### src/rtl/mail_sender_address_extractor_top_assert.svh
// Assertion macros for the sender address extractor.
// Used by the datapath module; depends on nothing else.
`ifndef MAIL_SENDER_ADDRESS_EXTRACTOR_TOP_ASSERT_SVH
`define MAIL_SENDER_ADDRESS_EXTRACTOR_TOP_ASSERT_SVH

// The consequent must hold in the same cycle as the antecedent.
`define MSE_ASSERT_SAME(label, clk, rst, ante, cons, msg) \
  label: assert property (@(posedge clk) disable iff (rst) (ante) |-> (cons)) \
    else $error(msg);

// The consequent must hold in the cycle after the antecedent.
`define MSE_ASSERT_NEXT(label, clk, rst, ante, cons, msg) \
  label: assert property (@(posedge clk) disable iff (rst) (ante) |=> (cons)) \
    else $error(msg);

`endif

### src/rtl/mse_pkg.sv
// Shared types and constants of the sender address extractor.
// Used by the controller, the datapath and the top level; depends on nothing.
package mse_pkg;

  // Datapath operations issued by the controller.
  localparam logic [2:0] OP_NONE      = 3'd0;
  localparam logic [2:0] OP_MATCH     = 3'd1;
  localparam logic [2:0] OP_HELD_A    = 3'd2;
  localparam logic [2:0] OP_HELD_T    = 3'd3;
  localparam logic [2:0] OP_PROCESS   = 3'd4;
  localparam logic [2:0] OP_EMIT_ERR  = 3'd5;
  localparam logic [2:0] OP_EMIT_CHAR = 3'd6;

  // Result status codes.
  localparam logic [1:0] ST_OK     = 2'd0;
  localparam logic [1:0] ST_EMPTY  = 2'd1;
  localparam logic [1:0] ST_UNSAFE = 2'd2;
  localparam logic [1:0] ST_LONG   = 2'd3;

  // Progress of the at-word lookahead.
  localparam logic [1:0] MP_IDLE  = 2'd0;
  localparam logic [1:0] MP_SPACE = 2'd1;
  localparam logic [1:0] MP_A     = 2'd2;
  localparam logic [1:0] MP_AT    = 2'd3;

  // Characters with a meaning of their own.
  localparam logic [7:0] CH_NUL    = 8'h00;
  localparam logic [7:0] CH_TAB    = 8'h09;
  localparam logic [7:0] CH_NL     = 8'h0A;
  localparam logic [7:0] CH_SPACE  = 8'h20;
  localparam logic [7:0] CH_DQUOTE = 8'h22;
  localparam logic [7:0] CH_DOLLAR = 8'h24;
  localparam logic [7:0] CH_AMP    = 8'h26;
  localparam logic [7:0] CH_SQUOTE = 8'h27;
  localparam logic [7:0] CH_LPAREN = 8'h28;
  localparam logic [7:0] CH_RPAREN = 8'h29;
  localparam logic [7:0] CH_COMMA  = 8'h2C;
  localparam logic [7:0] CH_SEMI   = 8'h3B;
  localparam logic [7:0] CH_LT     = 8'h3C;
  localparam logic [7:0] CH_GT     = 8'h3E;
  localparam logic [7:0] CH_AT     = 8'h40;
  localparam logic [7:0] CH_UP_A   = 8'h41;
  localparam logic [7:0] CH_UP_T   = 8'h54;
  localparam logic [7:0] CH_BSLASH = 8'h5C;
  localparam logic [7:0] CH_CARET  = 8'h5E;
  localparam logic [7:0] CH_BTICK  = 8'h60;
  localparam logic [7:0] CH_LO_A   = 8'h61;
  localparam logic [7:0] CH_LO_T   = 8'h74;
  localparam logic [7:0] CH_PIPE   = 8'h7C;
  localparam logic [7:0] CH_MAX_DEPTH = 8'hFF;

  // Commands from the controller to the datapath.
  typedef struct packed {
    logic       capture;
    logic [2:0] op;
  } mse_cmd_t;

  // Status from the datapath to the controller.
  typedef struct packed {
    logic       finished;
    logic       match_hit;
    logic [1:0] match_progress;
    logic       eval_ok;
    logic       emit_last;
    logic       out_free;
  } mse_sts_t;

  // True for characters that must not appear in a delivered address.
  function automatic logic is_unsafe(input logic [7:0] c);
    logic res;
    res = c[7];
    case (c)
      CH_DQUOTE, CH_SQUOTE, CH_BTICK, CH_DOLLAR, CH_NL, CH_SEMI, CH_AMP,
      CH_PIPE, CH_CARET, CH_LT, CH_GT, CH_LPAREN, CH_RPAREN, CH_BSLASH: begin
        res = 1'b1;
      end
      default: begin
      end
    endcase
    return res;
  endfunction

endpackage

### src/rtl/mse_in_if.sv
// Input channel of the sender address extractor: one line character or an end mark.
// Depends on nothing.
interface mse_in_if;
  logic       valid;
  logic       ready;
  logic [7:0] char_byte;
  logic       end_of_line;

  modport source (output valid, output char_byte, output end_of_line, input ready);
  modport sink (input valid, input char_byte, input end_of_line, output ready);
endinterface

### src/rtl/mse_out_if.sv
// Output channel of the sender address extractor: one address character or error.
// Depends on nothing.
interface mse_out_if;
  logic       valid;
  logic       ready;
  logic [7:0] addr_char;
  logic [1:0] status;
  logic       last_char;

  modport source (output valid, output addr_char, output status, output last_char,
                  input ready);
  modport sink (input valid, input addr_char, input status, input last_char,
                output ready);
endinterface

### src/rtl/mse_ctrl.sv
// Controller of the sender address extractor: sequences the steps of each item.
// Depends on mse_pkg.
module mse_ctrl (
  input  logic              clk,
  input  logic              rst,
  input  logic              in_valid,
  input  logic              in_end_of_line,
  output logic              in_ready,
  input  mse_pkg::mse_sts_t sts,
  output mse_pkg::mse_cmd_t cmd
);

  localparam logic [3:0] S_IDLE    = 4'd0;
  localparam logic [3:0] S_MATCH   = 4'd1;
  localparam logic [3:0] S_HELD_T  = 4'd2;
  localparam logic [3:0] S_PROCESS = 4'd3;
  localparam logic [3:0] S_END     = 4'd4;
  localparam logic [3:0] S_END_T   = 4'd5;
  localparam logic [3:0] S_EVAL    = 4'd6;
  localparam logic [3:0] S_READ    = 4'd7;
  localparam logic [3:0] S_LOAD    = 4'd8;

  logic [3:0] state;
  logic [3:0] state_next;

  assign in_ready = (state == S_IDLE);

  // Next state and datapath command.
  always_comb begin
    state_next  = state;
    cmd.capture = 1'b0;
    cmd.op      = mse_pkg::OP_NONE;
    case (state)
      S_IDLE: begin
        if (in_valid) begin
          cmd.capture = 1'b1;
          state_next  = in_end_of_line ? S_END : S_MATCH;
        end
      end
      S_MATCH: begin
        if (sts.finished) begin
          state_next = S_IDLE;
        end else if (sts.match_hit) begin
          cmd.op     = mse_pkg::OP_MATCH;
          state_next = S_IDLE;
        end else if (sts.match_progress == mse_pkg::MP_A) begin
          cmd.op     = mse_pkg::OP_HELD_A;
          state_next = S_PROCESS;
        end else if (sts.match_progress == mse_pkg::MP_AT) begin
          cmd.op     = mse_pkg::OP_HELD_A;
          state_next = S_HELD_T;
        end else begin
          cmd.op     = mse_pkg::OP_PROCESS;
          state_next = S_IDLE;
        end
      end
      S_HELD_T: begin
        cmd.op     = mse_pkg::OP_HELD_T;
        state_next = S_PROCESS;
      end
      S_PROCESS: begin
        cmd.op     = mse_pkg::OP_PROCESS;
        state_next = S_IDLE;
      end
      S_END: begin
        if (sts.match_progress == mse_pkg::MP_A) begin
          cmd.op     = mse_pkg::OP_HELD_A;
          state_next = S_EVAL;
        end else if (sts.match_progress == mse_pkg::MP_AT) begin
          cmd.op     = mse_pkg::OP_HELD_A;
          state_next = S_END_T;
        end else begin
          state_next = S_EVAL;
        end
      end
      S_END_T: begin
        cmd.op     = mse_pkg::OP_HELD_T;
        state_next = S_EVAL;
      end
      S_EVAL: begin
        if (sts.eval_ok) begin
          state_next = S_READ;
        end else if (sts.out_free) begin
          cmd.op     = mse_pkg::OP_EMIT_ERR;
          state_next = S_IDLE;
        end
      end
      S_READ: begin
        state_next = S_LOAD;
      end
      S_LOAD: begin
        if (sts.out_free) begin
          cmd.op     = mse_pkg::OP_EMIT_CHAR;
          state_next = sts.emit_last ? S_IDLE : S_READ;
        end
      end
      default: begin
        state_next = S_IDLE;
      end
    endcase
  end

  // State register.
  always_ff @(posedge clk) begin
    if (rst) begin
      state <= S_IDLE;
    end else begin
      state <= state_next;
    end
  end

endmodule

### src/rtl/mse_datapath.sv
// Datapath of the sender address extractor: parse state, address buffer, result register.
// Depends on mse_pkg and the assertion macro header.
`include "mail_sender_address_extractor_top_assert.svh"

module mse_datapath #(
  parameter int ADDR_CHARS = 64
) (
  input  logic              clk,
  input  logic              rst,
  input  mse_pkg::mse_cmd_t cmd,
  output mse_pkg::mse_sts_t sts,
  input  logic [7:0]        char_byte,
  input  logic              out_ready,
  output logic              out_valid,
  output logic [7:0]        addr_char,
  output logic [1:0]        status,
  output logic              last_char
);

  localparam int IDX_W = $clog2(ADDR_CHARS + 1);
  localparam int AW    = $clog2(ADDR_CHARS);

  // Address buffer and its registered read port.
  logic [7:0] addr_buffer [ADDR_CHARS];
  logic [7:0] rd_data;

  // Parse state.
  logic [7:0]       char_q;
  logic [IDX_W-1:0] write_index;
  logic             chop_valid;
  logic [IDX_W-1:0] chop_index;
  logic [7:0]       comment_depth;
  logic             in_angle;
  logic             finished;
  logic [1:0]       match_progress;
  logic             match_upper;
  logic             unsafe_seen;
  logic             overflow_seen;
  logic [IDX_W-1:0] rd_index;

  logic             store_en;
  logic [7:0]       store_char;
  logic             do_store;
  logic             do_write;
  logic             plain_char;
  logic [IDX_W-1:0] addr_len;
  logic [1:0]       eval_status;
  logic             emit_last;
  logic             out_free;
  logic             clear_now;

  // A character that reaches the buffer when it is processed outside a comment.
  always_comb begin
    plain_char = 1'b1;
    case (char_q)
      mse_pkg::CH_NUL, mse_pkg::CH_TAB, mse_pkg::CH_NL, mse_pkg::CH_SPACE,
      mse_pkg::CH_LT, mse_pkg::CH_LPAREN, mse_pkg::CH_COMMA: begin
        plain_char = 1'b0;
      end
      default: begin
      end
    endcase
    if (comment_depth != 8'd0) begin
      plain_char = 1'b0;
    end
    if (in_angle && (char_q == mse_pkg::CH_GT)) begin
      plain_char = 1'b0;
    end
  end

  // Select the character written by this step, if any.
  always_comb begin
    store_en   = 1'b0;
    store_char = char_q;
    case (cmd.op)
      mse_pkg::OP_MATCH: begin
        store_en   = (match_progress == mse_pkg::MP_AT);
        store_char = mse_pkg::CH_AT;
      end
      mse_pkg::OP_HELD_A: begin
        store_en   = 1'b1;
        store_char = match_upper ? mse_pkg::CH_UP_A : mse_pkg::CH_LO_A;
      end
      mse_pkg::OP_HELD_T: begin
        store_en   = 1'b1;
        store_char = match_upper ? mse_pkg::CH_UP_T : mse_pkg::CH_LO_T;
      end
      mse_pkg::OP_PROCESS: begin
        store_en = plain_char;
      end
      default: begin
      end
    endcase
  end

  assign do_store = store_en && !chop_valid;
  assign do_write = do_store && (write_index < IDX_W'(ADDR_CHARS));

  // Visible length and the outcome of the line.
  assign addr_len = chop_valid ? chop_index : write_index;

  always_comb begin
    if (addr_len == '0) begin
      eval_status = mse_pkg::ST_EMPTY;
    end else if (unsafe_seen) begin
      eval_status = mse_pkg::ST_UNSAFE;
    end else if (overflow_seen) begin
      eval_status = mse_pkg::ST_LONG;
    end else begin
      eval_status = mse_pkg::ST_OK;
    end
  end

  assign emit_last = ((rd_index + IDX_W'(1)) == addr_len);
  assign out_free  = !out_valid || out_ready;
  assign clear_now = (cmd.op == mse_pkg::OP_EMIT_ERR) ||
                     ((cmd.op == mse_pkg::OP_EMIT_CHAR) && emit_last);

  // Status towards the controller.
  always_comb begin
    sts.finished       = finished;
    sts.match_progress = match_progress;
    sts.eval_ok        = (eval_status == mse_pkg::ST_OK);
    sts.emit_last      = emit_last;
    sts.out_free       = out_free;
    case (match_progress)
      mse_pkg::MP_SPACE: begin
        sts.match_hit = (char_q == mse_pkg::CH_LO_A) || (char_q == mse_pkg::CH_UP_A);
      end
      mse_pkg::MP_A: begin
        sts.match_hit = (char_q == (match_upper ? mse_pkg::CH_UP_T : mse_pkg::CH_LO_T));
      end
      mse_pkg::MP_AT: begin
        sts.match_hit = (char_q == mse_pkg::CH_SPACE);
      end
      default: begin
        sts.match_hit = 1'b0;
      end
    endcase
  end

  // Buffer write and registered read.
  always_ff @(posedge clk) begin
    if (do_write) begin
      addr_buffer[write_index[AW-1:0]] <= store_char;
    end
    rd_data <= addr_buffer[rd_index[AW-1:0]];
  end

  // Captured character and result payload.
  always_ff @(posedge clk) begin
    if (cmd.capture) begin
      char_q <= char_byte;
    end
    if (cmd.op == mse_pkg::OP_EMIT_ERR) begin
      addr_char <= 8'd0;
      status    <= eval_status;
      last_char <= 1'b1;
    end else if (cmd.op == mse_pkg::OP_EMIT_CHAR) begin
      addr_char <= rd_data;
      status    <= mse_pkg::ST_OK;
      last_char <= emit_last;
    end
  end

  // Parse state and result valid.
  always_ff @(posedge clk) begin
    if (rst) begin
      write_index    <= '0;
      chop_valid     <= 1'b0;
      chop_index     <= '0;
      comment_depth  <= 8'd0;
      in_angle       <= 1'b0;
      finished       <= 1'b0;
      match_progress <= mse_pkg::MP_IDLE;
      match_upper    <= 1'b0;
      unsafe_seen    <= 1'b0;
      overflow_seen  <= 1'b0;
      rd_index       <= '0;
      out_valid      <= 1'b0;
    end else begin
      if (out_valid && out_ready) begin
        out_valid <= 1'b0;
      end

      // Effects of a buffer store.
      if (do_store) begin
        if (mse_pkg::is_unsafe(store_char)) begin
          unsafe_seen <= 1'b1;
        end
        if (do_write) begin
          write_index <= write_index + IDX_W'(1);
        end else begin
          overflow_seen <= 1'b1;
        end
      end

      case (cmd.op)
        mse_pkg::OP_MATCH: begin
          case (match_progress)
            mse_pkg::MP_SPACE: begin
              match_progress <= mse_pkg::MP_A;
              match_upper    <= (char_q == mse_pkg::CH_UP_A);
            end
            mse_pkg::MP_A: begin
              match_progress <= mse_pkg::MP_AT;
            end
            default: begin
              match_progress <= mse_pkg::MP_IDLE;
            end
          endcase
        end
        mse_pkg::OP_PROCESS: begin
          match_progress <= mse_pkg::MP_IDLE;
          if (char_q == mse_pkg::CH_NUL) begin
            finished <= 1'b1;
          end else if (comment_depth != 8'd0) begin
            if (char_q == mse_pkg::CH_RPAREN) begin
              comment_depth <= comment_depth - 8'd1;
            end else if ((char_q == mse_pkg::CH_LPAREN) &&
                         (comment_depth != mse_pkg::CH_MAX_DEPTH)) begin
              comment_depth <= comment_depth + 8'd1;
            end
          end else if (in_angle && (char_q == mse_pkg::CH_GT)) begin
            finished <= 1'b1;
          end else begin
            case (char_q)
              mse_pkg::CH_SPACE: begin
                match_progress <= mse_pkg::MP_SPACE;
              end
              mse_pkg::CH_LT: begin
                // A new '<' starts the address afresh.
                in_angle      <= 1'b1;
                write_index   <= '0;
                chop_valid    <= 1'b0;
                chop_index    <= '0;
                unsafe_seen   <= 1'b0;
                overflow_seen <= 1'b0;
              end
              mse_pkg::CH_LPAREN: begin
                comment_depth <= 8'd1;
              end
              mse_pkg::CH_COMMA: begin
                if (!chop_valid) begin
                  chop_valid <= 1'b1;
                  chop_index <= write_index;
                end
              end
              default: begin
              end
            endcase
          end
        end
        mse_pkg::OP_EMIT_ERR: begin
          out_valid <= 1'b1;
        end
        mse_pkg::OP_EMIT_CHAR: begin
          out_valid <= 1'b1;
          rd_index  <= rd_index + IDX_W'(1);
        end
        default: begin
        end
      endcase

      // The last result of a line clears the state for the next one.
      if (clear_now) begin
        write_index    <= '0;
        chop_valid     <= 1'b0;
        chop_index     <= '0;
        comment_depth  <= 8'd0;
        in_angle       <= 1'b0;
        finished       <= 1'b0;
        match_progress <= mse_pkg::MP_IDLE;
        match_upper    <= 1'b0;
        unsafe_seen    <= 1'b0;
        overflow_seen  <= 1'b0;
        rd_index       <= '0;
      end
    end
  end

  // Checks on the buffer bookkeeping and the result register.
  `MSE_ASSERT_SAME(a_index_bound, clk, rst, 1'b1, write_index <= IDX_W'(ADDR_CHARS), "write index beyond buffer")
  `MSE_ASSERT_SAME(a_chop_bound, clk, rst, chop_valid, chop_index <= write_index, "chop index beyond write index")
  `MSE_ASSERT_SAME(a_load_free, clk, rst, (cmd.op == mse_pkg::OP_EMIT_ERR) || (cmd.op == mse_pkg::OP_EMIT_CHAR), out_free, "result loaded while output busy")
  `MSE_ASSERT_NEXT(a_clear_line, clk, rst, clear_now, (write_index == '0) && !finished && (rd_index == '0), "line state not cleared after last result")

endmodule

### src/rtl/mail_sender_address_extractor_top.sv
// Top level of the sender address extractor: controller, datapath and channel wiring.
// Depends on mse_pkg, mse_in_if, mse_out_if, mse_ctrl and mse_datapath.

// Takes the characters of one From line, one transfer each, then an end item, and
// delivers the sender address one character per transfer (status ok, last_char on the
// final one) or a single error transfer. Input is accepted only while the controller is
// idle, so a new item is taken only once the last one is through. A character item takes
// the match step, and a held "a"/"at" of a failed at-word match is replayed in steps of
// its own, since the address buffer has one write port. An end item flushes held letters
// and evaluates the line, then each address character passes a read state and a load
// state, set by the registered read of the buffer; an error result is loaded in the
// evaluation state itself. A stalled output holds the controller in the evaluation or
// load state. The buffer holds ADDR_CHARS characters and needs no clearing pass.
module mail_sender_address_extractor_top #(
  parameter int ADDR_CHARS = 64
) (
  input logic       clk,
  input logic       rst,
  mse_in_if.sink    line_in,
  mse_out_if.source addr_out
);

  mse_pkg::mse_cmd_t cmd;
  mse_pkg::mse_sts_t sts;
  logic              in_ready;

  assign line_in.ready = in_ready;

  // Item sequencing.
  mse_ctrl u_ctrl (
    .clk            (clk),
    .rst            (rst),
    .in_valid       (line_in.valid),
    .in_end_of_line (line_in.end_of_line),
    .in_ready       (in_ready),
    .sts            (sts),
    .cmd            (cmd)
  );

  // Parse state, buffer and result register.
  mse_datapath #(
    .ADDR_CHARS (ADDR_CHARS)
  ) u_datapath (
    .clk       (clk),
    .rst       (rst),
    .cmd       (cmd),
    .sts       (sts),
    .char_byte (line_in.char_byte),
    .out_ready (addr_out.ready),
    .out_valid (addr_out.valid),
    .addr_char (addr_out.addr_char),
    .status    (addr_out.status),
    .last_char (addr_out.last_char)
  );

endmodule
### src/flat_wrapper.sv
// flat-port wrapper written by rule: the top's interface ports become plain ports
module mail_sender_address_extractor_top_flat 
#(
  parameter int ADDR_CHARS = 64
)
  (clk, rst, line_in_valid, line_in_char_byte, line_in_end_of_line, line_in_ready, addr_out_valid, addr_out_addr_char, addr_out_status, addr_out_last_char, addr_out_ready);
  mse_in_if line_in_i ();
  mse_out_if addr_out_i ();
  input logic clk;
  input logic rst;
  input wire logic [$bits(line_in_i.valid)-1:0] line_in_valid;
  input wire logic [$bits(line_in_i.char_byte)-1:0] line_in_char_byte;
  input wire logic [$bits(line_in_i.end_of_line)-1:0] line_in_end_of_line;
  output wire logic [$bits(line_in_i.ready)-1:0] line_in_ready;
  output wire logic [$bits(addr_out_i.valid)-1:0] addr_out_valid;
  output wire logic [$bits(addr_out_i.addr_char)-1:0] addr_out_addr_char;
  output wire logic [$bits(addr_out_i.status)-1:0] addr_out_status;
  output wire logic [$bits(addr_out_i.last_char)-1:0] addr_out_last_char;
  input wire logic [$bits(addr_out_i.ready)-1:0] addr_out_ready;
  assign line_in_i.valid = line_in_valid;
  assign line_in_i.char_byte = line_in_char_byte;
  assign line_in_i.end_of_line = line_in_end_of_line;
  assign line_in_ready = line_in_i.ready;
  assign addr_out_valid = addr_out_i.valid;
  assign addr_out_addr_char = addr_out_i.addr_char;
  assign addr_out_status = addr_out_i.status;
  assign addr_out_last_char = addr_out_i.last_char;
  assign addr_out_i.ready = addr_out_ready;
  mail_sender_address_extractor_top #(.ADDR_CHARS(ADDR_CHARS)) u_core (.clk(clk), .rst(rst), .line_in(line_in_i), .addr_out(addr_out_i));
endmodule
### config.mk
export PLATFORM = sky130hd
export DESIGN_NAME = mail_sender_address_extractor_top_flat
export DESIGN_NICKNAME = d
export VERILOG_FILES = /design/src/rtl/mse_pkg.sv /design/src/rtl/mse_in_if.sv /design/src/rtl/mse_out_if.sv /design/src/rtl/mse_ctrl.sv /design/src/rtl/mse_datapath.sv /design/src/rtl/mail_sender_address_extractor_top.sv /design/src/flat_wrapper.sv
export VERILOG_INCLUDE_DIRS = /design/src /design/src/rtl
export SDC_FILE = /design/constraint.sdc
export NUM_CORES = 1
export LEC_CHECK = 0
export BUFFER_PORTS_ARGS = -buffer_cell sky130_fd_sc_hd__buf_4
export CORE_MARGIN = 5
export CORE_UTILIZATION = 50
export DETAILED_ROUTE_END_ITERATION = 12
export PLACE_DENSITY = 0.65
export SETUP_SLACK_MARGIN = 0.5
export SLEW_MARGIN = 15
export SYNTH_ARGS = -nofsm -noshare
export SYNTH_HDL_FRONTEND = slang
export SYNTH_SLANG_ARGS = --single-unit
### constraint.sdc
create_clock -name clk -period 5.5 [get_ports clk]
set_clock_uncertainty 0.2 [all_clocks]
set_input_delay 0.55 -clock clk [delete_from_list [all_inputs] [get_ports clk]]
set_output_delay 0.55 -clock clk [all_outputs]
set_load 0.03 [all_outputs]
==> After elaboration in Yosys (flattened, before gate mapping) <==
Memory sizes are Yosys's and may differ from the RTL's. A register that Yosys moved wholly into a read port is not among the register bits.
Index checks and enable logic that the tools add are counted.
{ "op_classes": {"muxes": 83, "order_cmp": 1, "reduce_logical": 34, "n_bitwise": 3, "n_addsub": 4, "eq_ne": 50} }
{ "ops": {"columns": ["cell", "n"], "rows": [
  ["$eq 8x6->1 const B", 15],
  ["$mux 7", 8],
  ["$eq 8x7->1 const B", 6],
  ["$mux 8", 5],
  ["$mux 1", 33],
  ["$pmux 4 s8", 1],
  ["$mux 3", 9],
  ["$mux 2", 13],
  ["$eq 8x4->1 const B", 3],
  ["$pmux 8 s3", 1],
  ["$pmux 3 s6", 1],
  ["$eq 4x3->1 const B", 4],
  ["$mux 4", 4],
  ["$reduce_and 5->1", 3],
  ["$add 7x1->7 const B", 2],
  ["$pmux 7 s2", 1],
  ["$reduce_or 14->1", 1],
  ["$mux 6", 2],
  ["$reduce_bool 2->1", 6],
  ["$eq 3x3->1 const B", 3],
  ["$add 8x1->8 const B", 1],
  ["$eq 4x2->1 const B", 2],
  ["$eq 8x7->1", 1],
  ["$logic_not 8->1", 1],
  ["other kinds (29)", 49]
]} }
{ "word_totals": {"ramBits": 512, "regBits": 61, "n_memories": 1} }
{ "memory_table": {"columns": ["name", "depth", "word_bits", "read_ports", "rd_ports_with_merged_regs", "wr", "line_no", "text"], "rows": [
  ["u_core.u_datapath.addr_buffer", 64, 8, 1, 1, 1, "mse_datapath.sv:24", "logic [7:0] addr_buffer [ADDR_CHARS];"]
]} }

==> Depth between registers and ports, before layout <==
{ "logic_depth": {"depth_word": 20, "mapped_depth": 13} }

==> Hierarchy <==
From an unflattened synthesis, not the netlist that was laid out.
{ "unflattened": {"hier_cells": 1305, "hier_area_um2": 23784.1} }
{ "by_module_without_submodules": {"columns": ["mod", "cells_per_inst", "area_per_inst_um2", "seq_area_each_um2", "n_inst"], "rows": [
  ["mse_datapath", 1234, 23307.4, 16776.1, 1],
  ["mse_ctrl", 71, 476.7, 80.1, 1]
]} }

==> Worst setup path before layout <==
OpenSTA, ideal clock, no wires.
{ "synth_timing": {"kind": "input -> register", "startpoint": "input addr_out_ready", "endpoint": "memory u_core.u_datapath.addr_buffer[0][0], data pin", "setup_time_ns": 0.499, "slack_ns": 1.532, "arrival_time_ns": 3.269, "path_stages": 6, "path_buffers": 0, "required_time_ns": 4.801, "path_cell_list": "nand2b_1 > nand4_1 > nor3_1 > or3_1 > o32a_1 > nor2_1"} }
{ "synth_via": {"elab_chain_len": 6, "word_cells_on_any_way": 9, "cone_classes": "3 x eq/ne; 5 x mux; 1 x reduce/logical"} }
{ "synth_lines": {"columns": ["element", "line_no", "text"], "rows": [
  ["from (decl)", "flat_wrapper.sv:19", "input wire logic [$bits(addr_out_i.ready)-1:0] addr_out_ready;"],
  ["$logic_or 1x1->1 *", "mse_datapath.sv:115", "assign out_free = !out_valid || out_ready;"],
  ["$mux 3", "mse_ctrl.sv:83", "end else if (sts.out_free) begin"],
  ["$mux 3", "mse_ctrl.sv:81", "if (sts.eval_ok) begin"],
  ["$pmux 3 s6 *", "mse_ctrl.sv:33", "case (state)"],
  ["$eq 3x2->1 / $eq 3x1->1 (equally long branches)", "mse_datapath.sv:75", "case (cmd.op)"],
  ["$pmux 8 s3 *", "mse_datapath.sv:75", null],
  ["named net u_core.u_datapath.store_char[0]", "mse_datapath.sv:42", "logic [7:0] store_char;"],
  ["to (decl)", "mse_datapath.sv:24", null]
]} }
Mark *: on every way through the listed nets, which the timed path passes. The rest lies on a longest branch.

==> Final worst setup path <==
{ "layout_timing": {"startpoint": "register u_core.u_datapath.char_q[5]", "endpoint": "memory u_core.u_datapath.addr_buffer[51][4] (enable)"} }
{ "layout_via": {"elab_chain_len": 13, "word_cells_on_any_way": 31, "cone_classes": "14 x eq/ne; 10 x mux; 7 x reduce/logical"} }
{ "layout_lines": {"columns": ["element", "line_no", "text"], "rows": [
  ["from (decl)", "mse_datapath.sv:28", "logic [7:0] char_q;"],
  ["from (signal assigned)", "mse_datapath.sv:153", "char_q <= char_byte;"],
  ["$eq 8x7->1", "mse_datapath.sv:128", "sts.match_hit = (char_q == mse_pkg::CH_LO_A) || (char_q == mse_pkg::CH_UP_A);"],
  ["$logic_or 1x1->1", "mse_datapath.sv:128", null],
  ["$pmux 1 s3", "mse_datapath.sv:126", "case (match_progress)"],
  ["$mux 3", "mse_ctrl.sv:43", "end else if (sts.match_hit) begin"],
  ["$mux 3", "mse_ctrl.sv:41", "if (sts.finished) begin"],
  ["$pmux 3 s6", "mse_ctrl.sv:33", null],
  ["$eq 3x2->1", "mse_datapath.sv:75", null],
  ["$reduce_or 2->1 (no line)", null, null],
  ["$pmux 1 s3 *", "mse_datapath.sv:75", null],
  ["$logic_and 1x1->1 *", "mse_datapath.sv:96", "assign do_store = store_en && !chop_valid;"],
  ["$logic_and 1x1->1 *", "mse_datapath.sv:97", "assign do_write = do_store && (write_index < IDX_W'(ADDR_CHARS));"],
  ["$mux 1 *", "mse_datapath.sv:144", "if (do_write) begin"],
  ["$mux 1 (implied by the code) *", "mse_datapath.sv:145", "addr_buffer[write_index[AW-1:0]] <= store_char;"]
]} }
Mark *: on every way between the ends. The rest lies on a longest branch, timed or not.

==> out/qor.tcl <==
set qor(post_cts.resized_instances) 0
set qor(horizontal_die_dimension_um) 228
set qor(final.setup.tns_ns) 0
set qor(drt-wirelength-per-cell_um) 26.5
set qor(r2r_cells) 8
set qor(final_min_period_over_clock_period_pct) 84.7
set qor(placement.cell_area_um2) 24600
set qor(detail_route.vias_per_cell) 6.17
set qor(synth_area_in_compound_gates_pct) 3.06
set qor(vdd_ir_drop_max_mv) 0.257
set qor(critical_path.cell_chain) {nor3b_1 > and4_1 > a311oi_1 > a32oi_1 > o22ai_2 > nor2b_1 > nand3_1 > nor2_1}
set qor(via_count) 12200
set qor(yosys_most_used_dff) {sky130_fd_sc_hd__edfxtp_1}
set qor(synth.avg_cell_area_um2) 18.4
set qor(ctsLongestPathBuffers) 3
set qor(first_global_vias) 12000
set qor(timing.slew.headroom_pct) 24.3
set qor(flop2flop_setup_slack_ns) 0.84
set qor(hp-start) {addr_out_ready}
set qor(insertedDiodeCount) 0
set qor(cp.required_ns) 5.54
set qor(place.port_buffers) 25
set qor(design.final.nets) 1357
set qor(fin_hold_viols) 0
set qor(count_of_flip_flops_with_a_built_in_enable_after_synthesis) 522
set qor(synth.yosys.seq_area_share_pct) 71.1
set qor(globalplace.congestion) 0.847
set qor(globalRoute.totalOverflow) 0
set qor(dp_hpwl_um) 32200
set qor(post_synth_num_cell_types) 77
set qor(timing.rr.start) {u_core.u_datapath.char_q[5]$_DFFE_PP_}
set qor(core-area_um2) 46800
set qor(floorplan.rows) 79
set qor(tritoncts.num_buffers) 56
set qor(netlist_instances) 1287
set qor(powerDensity_nw_per_um2) 408
set qor(clock_sinks) 581
set qor(mappedNetlistArea_um2) 23700
set qor(fp.dieArea_um2) 51900
set qor(initial_utilization_pct) 50.7
set qor(top_level_pins) 26
set qor(detailedRoute.firstIterationViolations) 1319
set qor(setup.worst_path.class) {flop to flop}
set qor(postRouteWirelength_um) 52500
set qor(async_flop_share_pct) 0
set qor(path_delay_family) {simple AND/OR/NAND/NOR gates}
set qor(area_delta_synth_final_pct) 12.4
set qor(clk_latency_ns) 0.61
set qor(crit_fanout) 13
set qor(yosysWarnings) 0
set qor(grt_start_max_net_pins) 102
set qor(dieHeight_um) 228
set qor(cts.reportedPaths.clkPinSlew_ns) 0.06
set qor(fmax_mhz) 215
set qor(hold_path.class) {input pin to flop}
set qor(status) {finished clean}
set qor(syn_nets) 1315
set qor(timing.rr.end) {u_core.u_datapath.addr_buffer[51][4]$_DFFE_PP_}
set qor(pins_over_slew_limit) 0
set qor(leading_cell_types_by_total_area_after_synthesis) {sky130_fd_sc_hd__edfxtp_1 66%, sky130_fd_sc_hd__mux4_2 16%, sky130_fd_sc_hd__dfxtp_1 5.0%}
set qor(ys_seq_elements) 581
set qor(cp-start-kind) {flop}
set qor(drt_drc_violations_left) 0
set qor(synth_simple_gate_area_share_pct) 6.22
set qor(final_cell_area_um2) 26600
set qor(tritoncts) {yes}
set qor(post_synth_xor_xnor_area_pct) 0.998
set qor(htree_levels) 2
set qor(grt_setup_unrepaired) {false}
set qor(ctsRootBufferMaster) {sky130_fd_sc_hd__clkbuf_16}
set qor(synth_mux_area_share_pct) 16.3
set qor(setup_violations) 0
set qor(max-cap-violations) 0
set qor(post-synth-top-area-cell) {sky130_fd_sc_hd__edfxtp_1}
set qor(grt_antenna_before_repair) 0
set qor(period_needed_ns) 4.66
set qor(combinational_family_with_the_most_area_after_synthesis) {multiplexers}
set qor(min_path_cells) 3
set qor(worst_pin_slew_ns) 1.13
set qor(hold_end) {u_core.u_datapath.out_valid$_SDFFE_PP0P_}
set qor(worst-endpoint-arrival_ns) 4.70
set qor(groute.usage.overall_pct) 19.9
set qor(critPathMaxStageDelay_ns) 0.76
set qor(synthesized_area_fraction_occupied_by_adder_cells_pct) 0.823
set qor(crit_path_top_delay_cell) {sky130_fd_sc_hd__nor2_1}
set qor(grt_first_pass_wirelength_um) 78100
set qor(timing.critical_path.buf_inv) 0
set qor(synth.top_cell.area_share_pct) 66.1
set qor(drive_gt1_share_pct) 24.6
set qor(worst_setup_path_end_kind) {flop}
set qor(first_pass_iters) 5
set qor(power_leakage_nw) 8.26
set qor(postRouteAntennaNets) 0
## Yosys cell counts, drive strengths merged, types with 2 or more instances
cell type  count
a2111o         2
a211o          3
a211oi         4
a21o           9
a21oi         38
a221oi         3
a22oi          8
a311oi         2
a31oi          2
a32oi          2
and2           5
and3           8
and4           2
buf           39
clkbuf        35
dfxtp         59
edfxtp       522
ha            14
inv           11
mux2i          7
mux4         168
nand2         54
nand2b         6
nand3         17
nand3b         3
nand4          8
nand4b         2
nor2         129
nor2b         10
nor3          16
nor3b          3
nor4           9
nor4b          5
o211ai         2
o21a           2
o21ai         11
o21bai         2
o22ai          2
or2            3
or3            6
or3b           2
or4            4
or4b           2
xnor2         14
xor2          13
## cells in the final DEF, fill, tap and decap left out, types with 9 or more instances in the layout
master / instances
sky130_fd_sc_hd__clkbuf_16: 60
sky130_fd_sc_hd__nor3_1: 14
sky130_fd_sc_hd__nor2b_1: 10
sky130_fd_sc_hd__dlygate4sd3_1: 9
sky130_fd_sc_hd__xnor2_1: 14
sky130_fd_sc_hd__buf_4: 48
sky130_fd_sc_hd__ha_1: 14
sky130_fd_sc_hd__dfxtp_1: 55
sky130_fd_sc_hd__nand2_1: 50
sky130_fd_sc_hd__a21oi_1: 37
sky130_fd_sc_hd__nor4_1: 9
sky130_fd_sc_hd__mux4_2: 168
sky130_fd_sc_hd__nand3_1: 16
sky130_fd_sc_hd__edfxtp_1: 522
sky130_fd_sc_hd__inv_1: 11
sky130_fd_sc_hd__clkinv_2: 12
sky130_fd_sc_hd__xor2_1: 13
sky130_fd_sc_hd__clkbuf_1: 12
sky130_fd_sc_hd__nor2_1: 128
## where the power goes
group | leakage (nW) | internal [mW] | total, mW | switching, mW
logic | 2.10 | 0.317 | 1.29 | 0.969
registers | 5.18 | 5.41 | 5.52 | 0.114
clock network | 0.971 | 2.42 | 4.04 | 1.62
## flip-flops by register name, indices dropped and copies added (netlist names), 7 cells and up
register,count
u_core.u_datapath.chop_index,7
u_core.u_datapath.addr_buffer,512
u_core.u_datapath.addr_char,8
u_core.u_datapath.comment_depth,8
u_core.u_datapath.rd_data,8
u_core.u_datapath.char_q,8
u_core.u_datapath.write_index,7
u_core.u_datapath.rd_index,7
## cell type report
type	instances	area [um2]
inverters	11	41.3
multi-input cells	621	6540
repair buffers	58	470
clock buffers	78	1610
well taps	607	759
flip-flops and latches	581	16900
clock inverters	28	348
fillers	3488	20100
## cell families after synthesis
family / count (synthesis)
xor gates and xnor gates: 27
DFF: 581
AOI/OAI and AO/OA: 105
muxes: 176
adders and majority gates: 15
and+or+nand+nor: 298
buffers and inverters: 85
## how the worst max path moves through the flow
stage | start | to | slack, ns | cells past startpoint
after floorplan | addr_out_ready | u_core.u_datapath.addr_buffer[0][0]$_DFFE_PP_ | 1.53 | 6
after global placement | addr_out_ready | u_core.u_datapath.addr_buffer[51][4]$_DFFE_PP_ | 1.06 | 9
after detailed placement | u_core.u_datapath.char_q[5]$_DFFE_PP_ | u_core.u_datapath.addr_buffer[51][4]$_DFFE_PP_ | 0.91 | 8
after CTS | u_core.u_datapath.char_q[5]$_DFFE_PP_ | u_core.u_datapath.addr_buffer[3][4]$_DFFE_PP_ | 0.89 | 8
after global routing | u_core.u_datapath.match_progress[0]$_SDFFE_PP0P_ | u_core.u_datapath.addr_buffer[51][4]$_DFFE_PP_ | 0.58 | 10
final | u_core.u_datapath.char_q[5]$_DFFE_PP_ | u_core.u_datapath.addr_buffer[51][4]$_DFFE_PP_ | 0.84 | 8
## repair_timing
action,4_1_cts,5_1_grt
setup endpoints to repair,0,0
hold buffers,9,0
endpoints found under the hold margin,11,0
buffers inserted,0,0
## through the flow
stage                     instances  setup slack, ns  util, %  total power, mW  hold slack [ns]
after floorplan                1287             1.53        -             6.34            0.217
after global placement         1869             1.06     52.6             6.88            0.226
after detailed placement       1869            0.909     52.6             6.91            0.227
after CTS                      1984            0.886     57.0             10.9           0.0938
after global routing           1984            0.584     57.0             11.2            0.162
final                          1984            0.841     57.0             10.9            0.121
## worst register-to-register path: cells and delay by family, from the launching register on
kind | cells | cell delay (ns)
compound gates | 3 | 1.05
flops | 1 | 0.57
simple gates | 5 | 2.47
## metal layers
layer | vias to the layer above | track usage, % | part of all wire [%]
met5 | - | 0 | 0
met4 | 0 | 4.44 | 1.9
met3 | 63 | 4.12 | 7.6
met2 | 492 | 30.7 | 47
met1 | 6388 | 29.8 | 44
li1 | 5291 | - | -
Note: power is estimated with default switching activity, not from simulation.
